File: src/rtl/core/vfce_pkg.sv
// Package for the voxel face culling vertex emitter: types, codes and corner tables.
`default_nettype none
package vfce_pkg;

  localparam int NUM_FACES    = 6;
  localparam int FACE_BITS    = 3;
  localparam int TEX_BITS     = 16;
  localparam int CFG_IDX_BITS = 3;
  localparam int VERT_BITS    = 3;

  typedef logic [TEX_BITS-1:0]  tex_t;
  typedef tex_t [NUM_FACES-1:0] tex_bank_t;
  typedef logic [NUM_FACES-1:0] face_mask_t;
  typedef logic [FACE_BITS-1:0] face_t;

  localparam face_t FACE_PX = 3'd0;
  localparam face_t FACE_NX = 3'd1;
  localparam face_t FACE_PY = 3'd2;
  localparam face_t FACE_NY = 3'd3;
  localparam face_t FACE_PZ = 3'd4;
  localparam face_t FACE_NZ = 3'd5;

  localparam logic [1:0] CORNER_BL = 2'd0;
  localparam logic [1:0] CORNER_TL = 2'd1;
  localparam logic [1:0] CORNER_BR = 2'd2;
  localparam logic [1:0] CORNER_TR = 2'd3;

  localparam logic [VERT_BITS-1:0] LAST_VERT = 3'd5;

  // corner order within a face: BL, TL, BR, BR, TL, TR
  function automatic logic [1:0] emit_corner(input logic [VERT_BITS-1:0] k);
    logic [1:0] c;
    unique case (k)
      3'd0:    c = CORNER_BL;
      3'd1:    c = CORNER_TL;
      3'd2:    c = CORNER_BR;
      3'd3:    c = CORNER_BR;
      3'd4:    c = CORNER_TL;
      3'd5:    c = CORNER_TR;
      default: c = CORNER_BL;
    endcase
    return c;
  endfunction

  // offset bits {x, y, z} of a corner of a face
  function automatic logic [2:0] corner_offset(input face_t f, input logic [1:0] c);
    logic [2:0] o;
    unique case (f)
      FACE_PX: begin
        unique case (c)
          CORNER_BL: o = 3'b101;
          CORNER_TL: o = 3'b111;
          CORNER_BR: o = 3'b100;
          default:   o = 3'b110;
        endcase
      end
      FACE_NX: begin
        unique case (c)
          CORNER_BL: o = 3'b000;
          CORNER_TL: o = 3'b010;
          CORNER_BR: o = 3'b001;
          default:   o = 3'b011;
        endcase
      end
      FACE_PY: begin
        unique case (c)
          CORNER_BL: o = 3'b010;
          CORNER_TL: o = 3'b110;
          CORNER_BR: o = 3'b011;
          default:   o = 3'b111;
        endcase
      end
      FACE_NY: begin
        unique case (c)
          CORNER_BL: o = 3'b100;
          CORNER_TL: o = 3'b000;
          CORNER_BR: o = 3'b101;
          default:   o = 3'b001;
        endcase
      end
      FACE_PZ: begin
        unique case (c)
          CORNER_BL: o = 3'b001;
          CORNER_TL: o = 3'b011;
          CORNER_BR: o = 3'b101;
          default:   o = 3'b111;
        endcase
      end
      FACE_NZ: begin
        unique case (c)
          CORNER_BL: o = 3'b100;
          CORNER_TL: o = 3'b110;
          CORNER_BR: o = 3'b000;
          default:   o = 3'b010;
        endcase
      end
      default: o = 3'b000;
    endcase
    return o;
  endfunction

endpackage
`default_nettype wire

File: src/rtl/core/vfce_front.sv
// Front stage: registers incoming cube requests and drops cubes with no visible face.
`default_nettype none
module vfce_front #(
  parameter int COORD_BITS = 8
) (
  input  wire logic                          clk,
  input  wire logic                          rst_n,
  input  wire logic                          in_valid,
  output logic                               in_ready,
  input  wire logic [COORD_BITS-1:0]         in_pos_x,
  input  wire logic [COORD_BITS-1:0]         in_pos_y,
  input  wire logic [COORD_BITS-1:0]         in_pos_z,
  input  wire vfce_pkg::face_mask_t          in_mask,
  output logic                               push_valid,
  input  wire logic                          push_ready,
  output logic [3*COORD_BITS+vfce_pkg::NUM_FACES-1:0] push_data
);
  import vfce_pkg::*;

  logic                  valid_r, valid_nxt;
  logic [COORD_BITS-1:0] x_r, y_r, z_r;
  face_mask_t            mask_r;
  logic                  take;

  assign in_ready   = !valid_r || push_ready;
  assign take       = in_valid && in_ready;
  assign push_valid = valid_r;
  assign push_data  = {x_r, y_r, z_r, mask_r};

  always_comb begin
    valid_nxt = valid_r;
    if (take) begin
      valid_nxt = |in_mask;
    end else if (push_ready) begin
      valid_nxt = 1'b0;
    end
  end

  always_ff @(posedge clk) begin
    if (!rst_n) begin
      valid_r <= 1'b0;
    end else begin
      valid_r <= valid_nxt;
    end
  end

  always_ff @(posedge clk) begin
    if (take) begin
      x_r    <= in_pos_x;
      y_r    <= in_pos_y;
      z_r    <= in_pos_z;
      mask_r <= in_mask;
    end
  end

  a_front_has_face: assert property (@(posedge clk) disable iff (!rst_n)
    valid_r |-> mask_r != '0)
    else $error("front holds a cube with no visible face");

endmodule
`default_nettype wire

File: src/rtl/core/vfce_fifo.sv
// Small register queue between the front and back stages.
`default_nettype none
module vfce_fifo #(
  parameter int WIDTH = 30,
  parameter int DEPTH = 2
) (
  input  wire logic             clk,
  input  wire logic             rst_n,
  input  wire logic             wr_valid,
  output logic                  wr_ready,
  input  wire logic [WIDTH-1:0] wr_data,
  output logic                  rd_valid,
  input  wire logic             rd_ready,
  output logic [WIDTH-1:0]      rd_data
);
  localparam int AW = (DEPTH > 1) ? $clog2(DEPTH) : 1;
  localparam int CW = $clog2(DEPTH + 1);

  logic [WIDTH-1:0] mem_r [DEPTH];
  logic [AW-1:0]    wr_ptr_r, rd_ptr_r;
  logic [CW-1:0]    count_r, count_nxt;
  logic             do_wr, do_rd;

  assign wr_ready = count_r != CW'(DEPTH);
  assign rd_valid = count_r != '0;
  assign rd_data  = mem_r[rd_ptr_r];
  assign do_wr    = wr_valid && wr_ready;
  assign do_rd    = rd_valid && rd_ready;

  always_comb begin
    count_nxt = count_r;
    if (do_wr && !do_rd) begin
      count_nxt = count_r + CW'(1);
    end else if (do_rd && !do_wr) begin
      count_nxt = count_r - CW'(1);
    end
  end

  always_ff @(posedge clk) begin
    if (!rst_n) begin
      wr_ptr_r <= '0;
      rd_ptr_r <= '0;
      count_r  <= '0;
    end else begin
      count_r <= count_nxt;
      if (do_wr) begin
        wr_ptr_r <= (wr_ptr_r == AW'(DEPTH - 1)) ? '0 : wr_ptr_r + AW'(1);
      end
      if (do_rd) begin
        rd_ptr_r <= (rd_ptr_r == AW'(DEPTH - 1)) ? '0 : rd_ptr_r + AW'(1);
      end
    end
  end

  always_ff @(posedge clk) begin
    if (do_wr) begin
      mem_r[wr_ptr_r] <= wr_data;
    end
  end

endmodule
`default_nettype wire

File: src/rtl/core/vfce_back.sv
// Back stage: walks the visible faces of a cube and emits six vertices per face.
`default_nettype none
module vfce_back #(
  parameter int COORD_BITS = 8
) (
  input  wire logic                                   clk,
  input  wire logic                                   rst_n,
  input  wire vfce_pkg::tex_bank_t                    tex_i,
  input  wire logic                                   pop_valid,
  output logic                                        pop_ready,
  input  wire logic [3*COORD_BITS+vfce_pkg::NUM_FACES-1:0] pop_data,
  output logic                                        out_valid,
  input  wire logic                                   out_ready,
  output logic [COORD_BITS-1:0]                       out_vert_x,
  output logic [COORD_BITS-1:0]                       out_vert_y,
  output logic [COORD_BITS-1:0]                       out_vert_z,
  output logic                                        out_tex_u,
  output logic                                        out_tex_v,
  output vfce_pkg::face_t                             out_face_id,
  output vfce_pkg::tex_t                              out_texture_id,
  output logic                                        out_last_vertex
);
  import vfce_pkg::*;

  logic                  active_r;
  face_mask_t            mask_r;
  logic [VERT_BITS-1:0]  k_r;
  logic [COORD_BITS-1:0] x_r, y_r, z_r;
  logic                  ov_r;
  logic [COORD_BITS-1:0] vx_r, vy_r, vz_r;
  logic                  u_r, v_r, last_r;
  face_t                 face_r;
  tex_t                  tex_r;

  face_t                 face_sel;
  face_mask_t            rest;
  logic [1:0]            corner;
  logic [2:0]            off;
  logic                  adv, face_end, done, pop;

  always_comb begin
    face_sel = FACE_PX;
    for (int i = NUM_FACES - 1; i >= 0; i--) begin
      if (mask_r[i]) begin
        face_sel = FACE_BITS'(i);
      end
    end
  end

  assign rest      = mask_r & ~(NUM_FACES'(1) << face_sel);
  assign corner    = emit_corner(k_r);
  assign off       = corner_offset(face_sel, corner);
  assign adv       = active_r && (!ov_r || out_ready);
  assign face_end  = k_r == LAST_VERT;
  assign done      = adv && face_end && rest == '0;
  assign pop       = pop_valid && (!active_r || done);
  assign pop_ready = !active_r || done;

  always_ff @(posedge clk) begin
    if (!rst_n) begin
      active_r <= 1'b0;
      ov_r     <= 1'b0;
      k_r      <= '0;
    end else begin
      if (pop) begin
        active_r <= 1'b1;
        k_r      <= '0;
      end else if (done) begin
        active_r <= 1'b0;
      end else if (adv) begin
        k_r <= face_end ? '0 : k_r + VERT_BITS'(1);
      end
      if (adv) begin
        ov_r <= 1'b1;
      end else if (out_ready) begin
        ov_r <= 1'b0;
      end
    end
  end

  always_ff @(posedge clk) begin
    if (pop) begin
      {x_r, y_r, z_r, mask_r} <= pop_data;
    end else if (adv && face_end) begin
      mask_r <= rest;
    end
    if (adv) begin
      vx_r   <= x_r + COORD_BITS'(off[2]);
      vy_r   <= y_r + COORD_BITS'(off[1]);
      vz_r   <= z_r + COORD_BITS'(off[0]);
      u_r    <= corner[1];
      v_r    <= corner[0];
      face_r <= face_sel;
      tex_r  <= tex_i[face_sel];
      last_r <= face_end && rest == '0;
    end
  end

  assign out_valid       = ov_r;
  assign out_vert_x      = vx_r;
  assign out_vert_y      = vy_r;
  assign out_vert_z      = vz_r;
  assign out_tex_u       = u_r;
  assign out_tex_v       = v_r;
  assign out_face_id     = face_r;
  assign out_texture_id  = tex_r;
  assign out_last_vertex = last_r;

  a_active_has_face: assert property (@(posedge clk) disable iff (!rst_n)
    active_r |-> mask_r != '0)
    else $error("active cube with no face left");

  a_last_is_tr: assert property (@(posedge clk) disable iff (!rst_n)
    ov_r && last_r |-> u_r && v_r)
    else $error("last vertex is not a top-right corner");

  a_face_end_tr: assert property (@(posedge clk) disable iff (!rst_n)
    adv && face_end |=> ov_r && u_r && v_r)
    else $error("face did not close on a top-right corner");

  a_vert_count: assert property (@(posedge clk) disable iff (!rst_n)
    active_r |-> k_r <= LAST_VERT)
    else $error("vertex counter out of range");

endmodule
`default_nettype wire

File: src/rtl/core/voxel_face_culling_vertex_emitter_top.sv
// Top level of the voxel face culling vertex emitter: config registers, front, queue, back.
//
//  channel | ports                         | moves
//  --------+-------------------------------+---------------------------------
//  in      | in_valid/in_ready, in_pos_*,  | one cube request with 6 flags
//          | in_open_*                     |
//  out     | out_valid/out_ready, out_*    | one vertex per handshake
//  cfg     | cfg_valid/cfg_ready,          | texture id write, index 0..5
//          | cfg_index, cfg_data           |
//
// One vertex per cycle from the back stage's vertex counter while out_ready is high: six
// vertices per visible face, up to 36 per cube; the front drops cubes with no face.
// A request passes the front register, queue, back cube register and output register.
// Synchronous active-low reset empties front, queue and back; texture ids reset to 0.
// Front and back stall independently through the queue; cfg_ready is always high.
`default_nettype none
module voxel_face_culling_vertex_emitter_top #(
  parameter int COORD_BITS  = 8,
  parameter int QUEUE_DEPTH = 2
) (
  input  wire logic                            clk,
  input  wire logic                            rst_n,
  input  wire logic                            in_valid,
  output logic                                 in_ready,
  input  wire logic [COORD_BITS-1:0]           in_pos_x,
  input  wire logic [COORD_BITS-1:0]           in_pos_y,
  input  wire logic [COORD_BITS-1:0]           in_pos_z,
  input  wire logic                            in_open_pos_x,
  input  wire logic                            in_open_neg_x,
  input  wire logic                            in_open_pos_y,
  input  wire logic                            in_open_neg_y,
  input  wire logic                            in_open_pos_z,
  input  wire logic                            in_open_neg_z,
  output logic                                 out_valid,
  input  wire logic                            out_ready,
  output logic [COORD_BITS-1:0]                out_vert_x,
  output logic [COORD_BITS-1:0]                out_vert_y,
  output logic [COORD_BITS-1:0]                out_vert_z,
  output logic                                 out_tex_u,
  output logic                                 out_tex_v,
  output vfce_pkg::face_t                      out_face_id,
  output vfce_pkg::tex_t                       out_texture_id,
  output logic                                 out_last_vertex,
  input  wire logic                            cfg_valid,
  output logic                                 cfg_ready,
  input  wire logic [vfce_pkg::CFG_IDX_BITS-1:0] cfg_index,
  input  wire vfce_pkg::tex_t                  cfg_data
);
  import vfce_pkg::*;

  localparam int ITEM_BITS = 3 * COORD_BITS + NUM_FACES;

  tex_bank_t            tex_r;
  face_mask_t           in_mask;
  logic                 push_valid, push_ready, pop_valid, pop_ready;
  logic [ITEM_BITS-1:0] push_data, pop_data;

  assign cfg_ready = 1'b1;
  assign in_mask   = {in_open_neg_z, in_open_pos_z, in_open_neg_y,
                      in_open_pos_y, in_open_neg_x, in_open_pos_x};

  always_ff @(posedge clk) begin
    if (!rst_n) begin
      tex_r <= '0;
    end else if (cfg_valid && cfg_index < CFG_IDX_BITS'(NUM_FACES)) begin
      tex_r[cfg_index] <= cfg_data;
    end
  end

  vfce_front #(.COORD_BITS(COORD_BITS)) u_front (
    .clk        (clk),
    .rst_n      (rst_n),
    .in_valid   (in_valid),
    .in_ready   (in_ready),
    .in_pos_x   (in_pos_x),
    .in_pos_y   (in_pos_y),
    .in_pos_z   (in_pos_z),
    .in_mask    (in_mask),
    .push_valid (push_valid),
    .push_ready (push_ready),
    .push_data  (push_data)
  );

  vfce_fifo #(.WIDTH(ITEM_BITS), .DEPTH(QUEUE_DEPTH)) u_fifo (
    .clk      (clk),
    .rst_n    (rst_n),
    .wr_valid (push_valid),
    .wr_ready (push_ready),
    .wr_data  (push_data),
    .rd_valid (pop_valid),
    .rd_ready (pop_ready),
    .rd_data  (pop_data)
  );

  vfce_back #(.COORD_BITS(COORD_BITS)) u_back (
    .clk             (clk),
    .rst_n           (rst_n),
    .tex_i           (tex_r),
    .pop_valid       (pop_valid),
    .pop_ready       (pop_ready),
    .pop_data        (pop_data),
    .out_valid       (out_valid),
    .out_ready       (out_ready),
    .out_vert_x      (out_vert_x),
    .out_vert_y      (out_vert_y),
    .out_vert_z      (out_vert_z),
    .out_tex_u       (out_tex_u),
    .out_tex_v       (out_tex_v),
    .out_face_id     (out_face_id),
    .out_texture_id  (out_texture_id),
    .out_last_vertex (out_last_vertex)
  );

endmodule
`default_nettype wire

File: config.mk
export PLATFORM = sky130hd
export DESIGN_NAME = voxel_face_culling_vertex_emitter_top
export DESIGN_NICKNAME = d
export VERILOG_FILES = /design/src/rtl/core/vfce_pkg.sv /design/src/rtl/core/vfce_front.sv /design/src/rtl/core/vfce_fifo.sv /design/src/rtl/core/vfce_back.sv /design/src/rtl/core/voxel_face_culling_vertex_emitter_top.sv
export SDC_FILE = /design/constraint.sdc
export NUM_CORES = 1
export LEC_CHECK = 0
export ABC_AREA = 1
export BUFFER_PORTS_ARGS = -buffer_cell sky130_fd_sc_hd__buf_2
export CAP_MARGIN = 20
export CELL_PAD_IN_SITES_DETAIL_PLACEMENT = 1
export CELL_PAD_IN_SITES_GLOBAL_PLACEMENT = 1
export CORE_MARGIN = 1.5
export CORE_UTILIZATION = 45
export CTS_BUF_LIST = sky130_fd_sc_hd__clkbuf_2 sky130_fd_sc_hd__clkbuf_4 sky130_fd_sc_hd__clkbuf_8
export DETAILED_ROUTE_END_ITERATION = 12
export PLACE_DENSITY = 0.77
export SLEW_MARGIN = 20
export SYNTH_ARGS = -nofsm -noshare
export SYNTH_HDL_FRONTEND = slang
export SYNTH_SLANG_ARGS = --single-unit
File: constraint.sdc
create_clock -name clk -period 3.09 [get_ports clk]
set_clock_uncertainty 0.15 [all_clocks]
set_input_delay 0.1545 -clock clk [delete_from_list [all_inputs] [get_ports clk]]
set_output_delay 0.1545 -clock clk [all_outputs]
set_load 0.03 [all_outputs]
Word-level counts from Yosys, hierarchy flattened
Memories as Yosys holds them, arrays and structs flattened. A register that Yosys moved wholly into a read port is not among the register bits.
Cells that the tools add are included.
{"block": "word_totals", "reg_bits": 212, "ram_bits": 60, "out_inout_bits": 49, "elab_cells": 129, "n_memories": 1}
{"block": "classes", "add_sub_neg": 8, "order_cmp": 4, "eq_ne": 13, "shift": 1, "n_mux": 36, "n_bitwise": 4, "reduce_logical": 33}
{"memory": "u_fifo.mem_r", "depth": 2, "word_bits": 30, "read_ports": 1, "rd_clocked_by_memory_dff": 1, "wr": 1, "line": "vfce_fifo.sv:19", "rtl": "logic [WIDTH-1:0] mem_r [DEPTH];"}
{"cell": "$bwmux 96", "n": 1}
{"cell": "$bmux 16 s3", "n": 1}
{"cell": "$demux 16 s3", "n": 1}
{"cell": "$pmux 3 s3", "n": 4}
{"cell": "$mux 16", "n": 2}
{"cell": "$add 8x1->8", "n": 3}
{"cell": "$mux 3", "n": 7}
{"cell": "$pmux 2 s3", "n": 3}
{"cell": "$pmux 3 s6", "n": 1}
{"cell": "$eq 3x2->1 const B", "n": 4}
{"cell": "$eq 3x3->1 const B", "n": 4}
{"cell": "$mux 1", "n": 12}
{"cell": "$mux 6", "n": 2}
{"cell": "$reduce_bool 2->1", "n": 6}
{"cell": "$logic_and 1x1->1", "n": 11}
{"cell": "$lt 3x4->1 const B", "n": 2}
{"cell": "$and 6x6->6", "n": 1}
{"cell": "$eq 3x1->1 const B", "n": 2}
{"cell": "$logic_not 6->1", "n": 1}
{"cell": "$not 6->6", "n": 1}
{"cell": "$reduce_or 2->1", "n": 3}
{"cell": "$reduce_or 6->1", "n": 1}
{"cell": "$shl 1x3->6 const A", "n": 1}
{"cell": "$logic_not 1->1", "n": 5}
{"cell": "15 further kinds", "n": 20}

Depth between registers and ports, before layout
Gate-level depths: netlist of the first run.
{"block": "depth", "depth_word": 16, "mapped_depth": 17, "depth_no_buf": 16}

By module
From an unflattened synthesis of the first run, not the netlist that was laid out.
{"block": "unflattened", "cells_unflattened": 1097, "area_unflattened_um2": 11345.9}
{"mod": "vfce_back", "instances": 1, "cells_each": 372, "area_per_inst_um2": 3938.8, "seq_area_each_um2": 2382.3}
{"mod": "voxel_face_culling_vertex_emitter_top", "instances": 1, "cells_each": 554, "area_per_inst_um2": 3907.5, "seq_area_each_um2": 1921.8}
{"mod": "vfce_fifo", "instances": 1, "cells_each": 130, "area_per_inst_um2": 2531.2, "seq_area_each_um2": 1901.8}
{"mod": "vfce_front", "instances": 1, "cells_each": 41, "area_per_inst_um2": 968.4, "seq_area_each_um2": 920.9}

Least setup slack after synthesis of the first run
No wires, ideal clock.
{"block": "synth_timing", "path_kind": "register to register", "from": "register u_back.mask_r[2]", "to": "register u_back.vx_r[6] (netlist: u_back.out_vert_x[6]) (data pin)", "setup_ns": 0.260, "arrival_ns": 2.171, "required_ns": 2.680, "slack_ns": 0.509, "path_stages_with_launch": 13, "period_less_slack_ns": 2.581, "cell_sequence": "edfxtp_1 > o21ai_2 > clkinv_1 > buf_2 > nand3_1 > o221ai_1 > a21oi_1 > o21ai_0 > ha_1 > ha_1 > nand3_1 > nor2_1 > xor2_1"}
{"block": "synth_between", "elab_chain_cells": 6, "word_cells_on_any_way": 11, "cone_classes": "add/sub (1); eq/ne (5); mux (4); reduce/logical (1)"}
{"item": "from (decl)", "line": "vfce_back.sv:26", "rtl": "face_mask_t mask_r;"}
{"item": "from (signal assigned)", "line": "vfce_back.sv:83", "rtl": "{x_r, y_r, z_r, mask_r} <= pop_data;"}
{"item": "from (signal assigned)", "line": "vfce_back.sv:85", "rtl": "mask_r <= rest;"}
{"item": "$mux 3 (*) (3 in a row)", "line": "vfce_back.sv:44", "rtl": "if (mask_r[i]) begin"}
{"item": "$eq 3x3->1 (tied with other cells)", "line": "vfce_pkg.sv:48", "rtl": "unique case (f)"}
{"item": "$pmux 3 s6 (*)", "line": "vfce_pkg.sv:48"}
{"item": "$add 8x1->8 (*)", "line": "vfce_back.sv:88", "rtl": "vx_r <= x_r + COORD_BITS'(off[2]);"}
{"item": "to (signal assigned)", "line": "vfce_back.sv:88"}
{"item": "to (decl)", "line": "vfce_back.sv:30", "rtl": "logic [COORD_BITS-1:0] vx_r, vy_r, vz_r;"}
Every way passes the cells marked *; elsewhere a longest branch is shown, timed or not.
A chain may end at the register's enable or synchronous reset.

Worst setup path in the final report of the first run
Same ends and word-level chain as after synthesis.

==> impl_metrics.tcl, run 1 <==
set metrics [dict create \
    status "completed" \
    period_needed_ps 2849 \
    drv_slew 0 \
    grt_usage 0.2665 \
    synth_seq_area_share 0.6704 \
    wl_per_cell_um 20.53 \
    ff2ff_setup_slack_ps 240 \
    drc 0 \
    critPathSlowestCell "edfxtp_1" \
    power_density_nw_per_um2 885.9 \
    regArea_um2 7127 \
    r2r_start "u_back.mask_r[2]" \
    synthMuxAreaShare 0.002825 \
    synth_edf_count 166 \
    nFillCells 2562 \
    finish.utilization 0.5559 \
    setup_viol 0 \
    post_drt_via_cell_ratio 5.332 \
    clock_latency_ps 570 \
    fp.dieW_um 156.7 \
    first_pass_iters 5 \
    syn-num-nets 1085 \
    ys_warn_count 0 \
    max_stage_delay_ps 520 \
    dieHeight_um 156.7 \
    max-cap-violations 0 \
    hold_end "tex_r[86]" \
    fin_ws_ps 241.3 \
    path_cells "o21ai_4 > clkinv_1 > nand2_1 > o221ai_1 > a21oi_1 > o21ai_0 > ha_1 > ha_1 > nand3_1 > nor2_1 > xor2_1" \
    path_buf_inv 1 \
    ant_nets 0 \
    io_buffers 101 \
    path_delay_family "compound AO/OA/AOI/OAI gates" \
    clock_sinks 273 \
    async_flop_share 0 \
    synthSimpleGateAreaFrac 0.1789 \
    design.die.area_um2 24550 \
    synth_flop_cell "edfxtp_1" \
    synth-compound-area-share 0.08651 \
    synth.avg_cell_area_um2 10.39 \
    place_area_um2 11550 \
    cts_buffer_depth 3 \
    reg2reg_depth 11 \
    final_hold_viol_count 0 \
    synth_top_family_by_area "simple AND/OR/NAND/NOR gates" \
    crit_type "reg2reg" \
    worstPathMaxFanout 5 \
    leakage_nw 5.329 \
    fp-row-count 56 \
    h-tree-depth 2 \
    ys_types 39 \
    synth_area_um2 10630 \
    path_common_cell "ha_1" \
    final.period_utilization 0.9219 \
    tritoncts "built" \
    clk_pin_slew_ps 70 \
    first_global_vias 8903 \
    place_congestion 0.7990 \
    synth_seq_cells 273 \
    place_ws_ps 222.6 \
    start_util 0.4556 \
    r2r-end "u_back.out_vert_x[6]" \
    critPathLaunchType "flip-flop" \
    hp-start "cfg_index[2]" \
    syn_to_final_growth_pct 22.02 \
    antenna_found_initial 0 \
    endpoint_kind "flip-flop" \
    multi_input_area_um2 3159 \
    dpl.hpwl_um 18710 \
    fin_nets 1262 \
    stdcell_area_um2 12970 \
    grt_max_degree 46 \
    hp-class "in2reg" \
    antenna_cells 0 \
    numCtsBuffers 45 \
    max_freq_ghz 0.3510 \
    synth_xor_area_frac 0.01648 \
    peakVddDrop_v 0.0004978 \
    cts.root.buffer_cell "clkbuf_8" \
    postSynthCellCount 1023 \
    worst_ep_arrival_time_ps 3000 \
    crit_required_ps 3240 \
    synth-adder-area-share 0.01048 \
    io_pins 103 \
    core_area_um2 23330 \
    grt_pass1_wl_um 49130 \
    routed_wl_um 31880 \
    gr-total-overflow 0 \
    drt_iter0_markers 515 \
    max_slew_margin 0.4228 \
    layout-drive-gt1-share 0.1864 \
    setup_tns_ps 0 \
    whs_path_depth 5 \
    worst_slew_pin_slew_ps 860.6 \
    num_vias 8280 \
    rsz0062_at_grt "no" \
]
## sequential cells by signal (all words and copies together), names as in the netlist, 2 cells and up, named ones only
register               flops
tex_r                     96
u_back.x_r                 8
u_back.out_vert_x          8
u_front.y_r                8
u_fifo.mem_r              60
u_back.z_r                 8
u_back.out_vert_z          8
u_back.y_r                 8
u_back.out_vert_y          8
u_back.out_face_id         3
u_fifo.count_r             2
u_back.mask_r              6
u_front.z_r                8
u_back.out_texture_id     16
u_back.k_r                 3
u_front.x_r                8
u_front.mask_r             6
## report_power, final
group,leakage [nW],switching (mW),internal [mW]
clock network,0.489,1.50,1.83
logic,2.41,2.29,0.813
registers,2.43,0.346,4.72
total,5.33,4.13,7.36
## cells in the mapped netlist (2+ instances only)
cell      instances  area share
nand2_4           4      0.0042
inv_1            42       0.015
buf_2             7      0.0033
clkinv_1          4      0.0014
a22oi_1          16       0.011
o21ai_1           3      0.0014
buf_1             3      0.0011
nor3_1            2     0.00094
xor2_1           12      0.0099
ha_1              8      0.0094
o21ai_0         113       0.053
inv_2             3      0.0011
edfxtp_1        166        0.47
nor2_1          218       0.077
nand2_1         172       0.061
xnor2_1           8      0.0066
a21oi_2           2      0.0016
nand3_1          41       0.019
clkbuf_1         30       0.011
nand4_1           5      0.0029
nand4_4           2      0.0040
o21ai_2           4      0.0033
dfxtp_1         107        0.20
nand2_2           5      0.0029
a21oi_1          30       0.014
mux2i_1           3      0.0028
## cell type report
| type | instances | share of cell area |
|---|---|---|
| tap | 319 | 0.03077 |
| sequential | 273 | 0.5494 |
| inverter | 49 | 0.01418 |
| timing repair buffer | 172 | 0.09029 |
| clock buffer | 71 | 0.06521 |
| clock inverter | 10 | 0.006559 |
| multi-input combinational | 659 | 0.2436 |
## layer usage
| layer | wire, µm | track usage | part of all wire |
|---|---|---|---|
| met5 | 0 | 0 | 0 |
| met4 | 1270 | 0.1261 | 0.040 |
| met3 | 1517 | 0.03905 | 0.048 |
| met2 | 16690 | 0.4914 | 0.52 |
| met1 | 12410 | 0.3021 | 0.39 |
## cells by family (layout without fill, tap and decap cells)
group / count (synthesis) / count (layout)
DFF: 273 / 273
muxes: 3 / 3
AOI/OAI and AO/OA: 170 / 170
adders and majority gates: 9 / 9
xor gates and xnor gates: 20 / 20
buffers and inverters: 91 / 302
and+or+nand+nor: 456 / 456
other: 1 / 1
## how the worst max path moves through the flow
stage                     start                   end  slack [ps]  cells past startpoint
6_report       u_back.mask_r[2]  u_back.out_vert_x[6]         240                     11
5_1_grt        u_back.mask_r[4]  u_back.out_vert_x[7]          40                     15
4_1_cts        u_back.mask_r[4]  u_back.out_vert_x[7]         190                     15
3_5_place_dp   u_back.mask_r[4]  u_back.out_vert_x[7]         220                     15
3_3_place_gp   u_back.mask_r[4]  u_back.out_vert_x[7]         390                     15
2_1_floorplan  u_back.mask_r[2]  u_back.out_vert_x[6]         510                     12
## placed cells by master, fill, tap and decap left out, drive strengths merged, types with 11 or more instances in the layout
| cell type | count |
|---|---|
| xor2 | 12 |
| edfxtp | 166 |
| inv | 45 |
| dfxtp | 107 |
| buf | 124 |
| a21oi | 32 |
| clkbuf | 71 |
| clkinv | 11 |
| nand3 | 42 |
| dlygate4sd3 | 48 |
| nor2 | 221 |
| a22oi | 16 |
| o21ai | 120 |
| nand2 | 181 |
## what timing repair did
| action | in CTS | in global routing |
|---|---|---|
| endpoints found under the setup margin | 0 | 2 |
| hold buffers | 48 | 0 |
| gates resized for setup | 0 | 2 |
| hold endpoints to repair | 128 | 0 |
| buffers inserted | 0 | 0 |
## worst min-delay path, cell delays in order
cell and delay [ps]:
buf_2 110, nand2_1 80, nor2_1 130, o21ai_0 200, nor2_1 50
## stage by stage
stage	std cells	total power [mW]	hold WS, ps
global route	1553	11.97	119.4
floorplan	1023	6.946	103.4
global placement	1424	7.845	180.8
detailed placement	1424	8.054	182.9
CTS	1553	11.37	55.65
finish	1553	11.49	72.36
(Power assumes the default switching activity.)
==> run 2: changes to the inputs <==
==> constraint.sdc (replaced) <==
create_clock -name clk -period 3.3 [get_ports clk]
set_clock_uncertainty 0.15 [all_clocks]
set_input_delay 0.165 -clock clk [delete_from_list [all_inputs] [get_ports clk]]
set_output_delay 0.165 -clock clk [all_outputs]
set_load 0.03 [all_outputs]
==> run 2 against run 1 <==
Against the previous run: worst setup slack gained 71 ps; non-clock buffer count stayed put; clock-buffer cell count fell by 10; register-to-register slack better by 70 ps; highest routed layer unchanged.
==> impl_metrics.tcl, run 2 (synthesis results as in run 1) <==
set metrics [dict create \
    status "completed" \
    power_density_nw_per_um2 805.6 \
    drc 0 \
    start_util 0.4556 \
    numCtsBuffers 45 \
    worst_ep_arrival_time_ps 3130 \
    worstPathMaxFanout 8 \
    first_global_vias 8889 \
    io_pins 103 \
    cts.root.buffer_cell "clkbuf_8" \
    critPathSlowestCell "edfxtp_1" \
    ff2ff_setup_slack_ps 310 \
    max_slew_margin 0.3887 \
    dp.cells 1422 \
    tritoncts "built" \
    dieHeight_um 156.7 \
    num_vias 8155 \
    final_cell_count_no_fill 1555 \
    post_drt_via_cell_ratio 5.244 \
    antenna_found_initial 1 \
    design.die.area_um2 24550 \
    ant_nets 0 \
    nFillCells 2578 \
    regArea_um2 7127 \
    crit_type "reg2reg" \
    io_buffers 101 \
    gr-total-overflow 0 \
    critPathLaunchType "flip-flop" \
    top_register "tex_r" \
    setup_viol 0 \
    crit_required_ps 3440 \
    layout-drive-gt1-share 0.1757 \
    hp-start "cfg_index[1]" \
    drt_iter0_markers 443 \
    r2r-end "u_back.out_vert_x[7]" \
    leakage_nw 5.278 \
    clk_pin_slew_ps 60 \
    max-cap-violations 0 \
    reg2reg_depth 14 \
    grt_max_degree 44 \
    fp-row-count 56 \
    final_hold_viol_count 0 \
    cts_resized 0 \
    clock_latency_ps 550 \
    largest_reg_flops 96 \
    setup_tns_ps 0 \
    routed_wl_um 30840 \
    multi_input_area_um2 3147 \
    first_pass_iters 5 \
    fp.dieW_um 156.7 \
    hold_end "tex_r[1]" \
    wl_per_cell_um 19.83 \
    mostFrequentLayoutCell "nor2_1" \
    path_buf_inv 2 \
    drv_slew 0 \
    syn_to_final_growth_pct 21.00 \
    final.period_utilization 0.9054 \
    dpl.hpwl_um 18700 \
    cts_buffer_depth 3 \
    worst_slew_pin_slew_ps 911.3 \
    path_cells "inv_1 > nand2_1 > nand2_1 > nand2_1 > inv_1 > nand2_1 > o221ai_1 > a21oi_1 > o21ai_0 > ha_1 > nand3_1 > nor3_1 > nand3_1 > xnor2_1" \
    clock_sinks 273 \
    fin_nets 1262 \
    endpoint_kind "flip-flop" \
    grt_pass1_wl_um 48140 \
    max_stage_delay_ps 440 \
    peakVddDrop_v 0.0005061 \
    max_freq_ghz 0.3347 \
    path_common_cell "nand2_1" \
    path_delay_family "simple AND/OR/NAND/NOR gates" \
    h-tree-depth 2 \
    mostFrequentLayoutCells "216 x nor2_1, 172 x nand2_1, 166 x edfxtp_1" \
    period_needed_ps 2988 \
    rsz0062_at_grt "no" \
    place_congestion 0.7840 \
    whs_path_depth 7 \
    hp-class "in2reg" \
    r2r_start "u_back.mask_r[4]" \
    core_area_um2 23330 \
    grt_usage 0.2589 \
]
-- run 2: cell count changes in the layout (fill, tap and decap cells not counted), moves of 2 or more --
cell	change
dlygate4sd3_1	+2
clkbuf_4	-7
clkinv_1	+11
clkbuf_8	-3
clkinv_2	+3
-- run 2: through the flow --
| step | setup WS (ps) | cell area (µm²) | power, mW | utilization | hold slack [ps] |
|---|---|---|---|---|---|
| after floorplan | 719.2 | 10630 | 6.504 | - | 113.9 |
| after global placement | 566.7 | 11520 | 7.296 | 0.4937 | 191.4 |
| after detailed placement | 385.6 | 11520 | 7.509 | 0.4937 | 193.9 |
| after CTS | 370.3 | 12860 | 10.37 | 0.5512 | 107.6 |
| after global routing | 78.17 | 12860 | 10.85 | 0.5513 | 169.8 |
| final | 312.1 | 12860 | 10.36 | 0.5513 | 144.7 |
-- run 2: layout make-up --
cell class	instances	area share
repair buffers	172	0.09047
well taps	319	0.03103
clock buffers	61	0.05846
diodes	1	0.0001946
multi-input cells	659	0.2447
inverters	49	0.01430
clock inverters	21	0.006809
flip-flops and latches	273	0.5541
-- run 2: layer usage --
metal  share of wire  vias to the layer above  global-route usage
met5               0                        -                   0
met4           0.034                        0              0.1175
met3           0.041                       69             0.04154
met2            0.53                      230              0.4756
met1            0.40                     4043              0.2948
li1                -                     3813                   -
-- run 2: worst reg2reg max path, stage by stage (launching register included) --
cell	delay [ps]
edfxtp_1	440
inv_1	110
nand2_1	60
nand2_1	70
nand2_1	110
inv_1	260
nand2_1	140
o221ai_1	210
a21oi_1	60
o21ai_0	120
ha_1	280
nand3_1	140
nor3_1	280
nand3_1	140
xnor2_1	150
-- run 2: power by group --
group          internal, mW  total (mW)  switching, mW
Combinational         0.732        2.81           2.08
Sequential             4.42        4.72          0.305
Clock                  1.48        2.83           1.35
-- run 2: how the worst max path moves through the flow --
| stage | startpoint | endpoint | slack [ps] | depth (start not counted) |
|---|---|---|---|---|
| floorplan | u_back.mask_r[2] | u_back.out_vert_x[6] | 720 | 12 |
| global placement | u_back.mask_r[4] | u_back.out_vert_x[7] | 570 | 14 |
| detailed placement | u_back.mask_r[4] | u_back.out_vert_x[7] | 390 | 14 |
| CTS | u_back.mask_r[4] | u_back.out_vert_x[7] | 370 | 14 |
| global route | u_back.mask_r[4] | u_back.out_vert_x[7] | 80 | 14 |
| finish | u_back.mask_r[4] | u_back.out_vert_x[7] | 310 | 14 |
-- run 2: timing repair --
action,4_1_cts,5_1_grt
buffers inserted,0,0
endpoints found under the hold margin,135,0
hold buffers,50,0
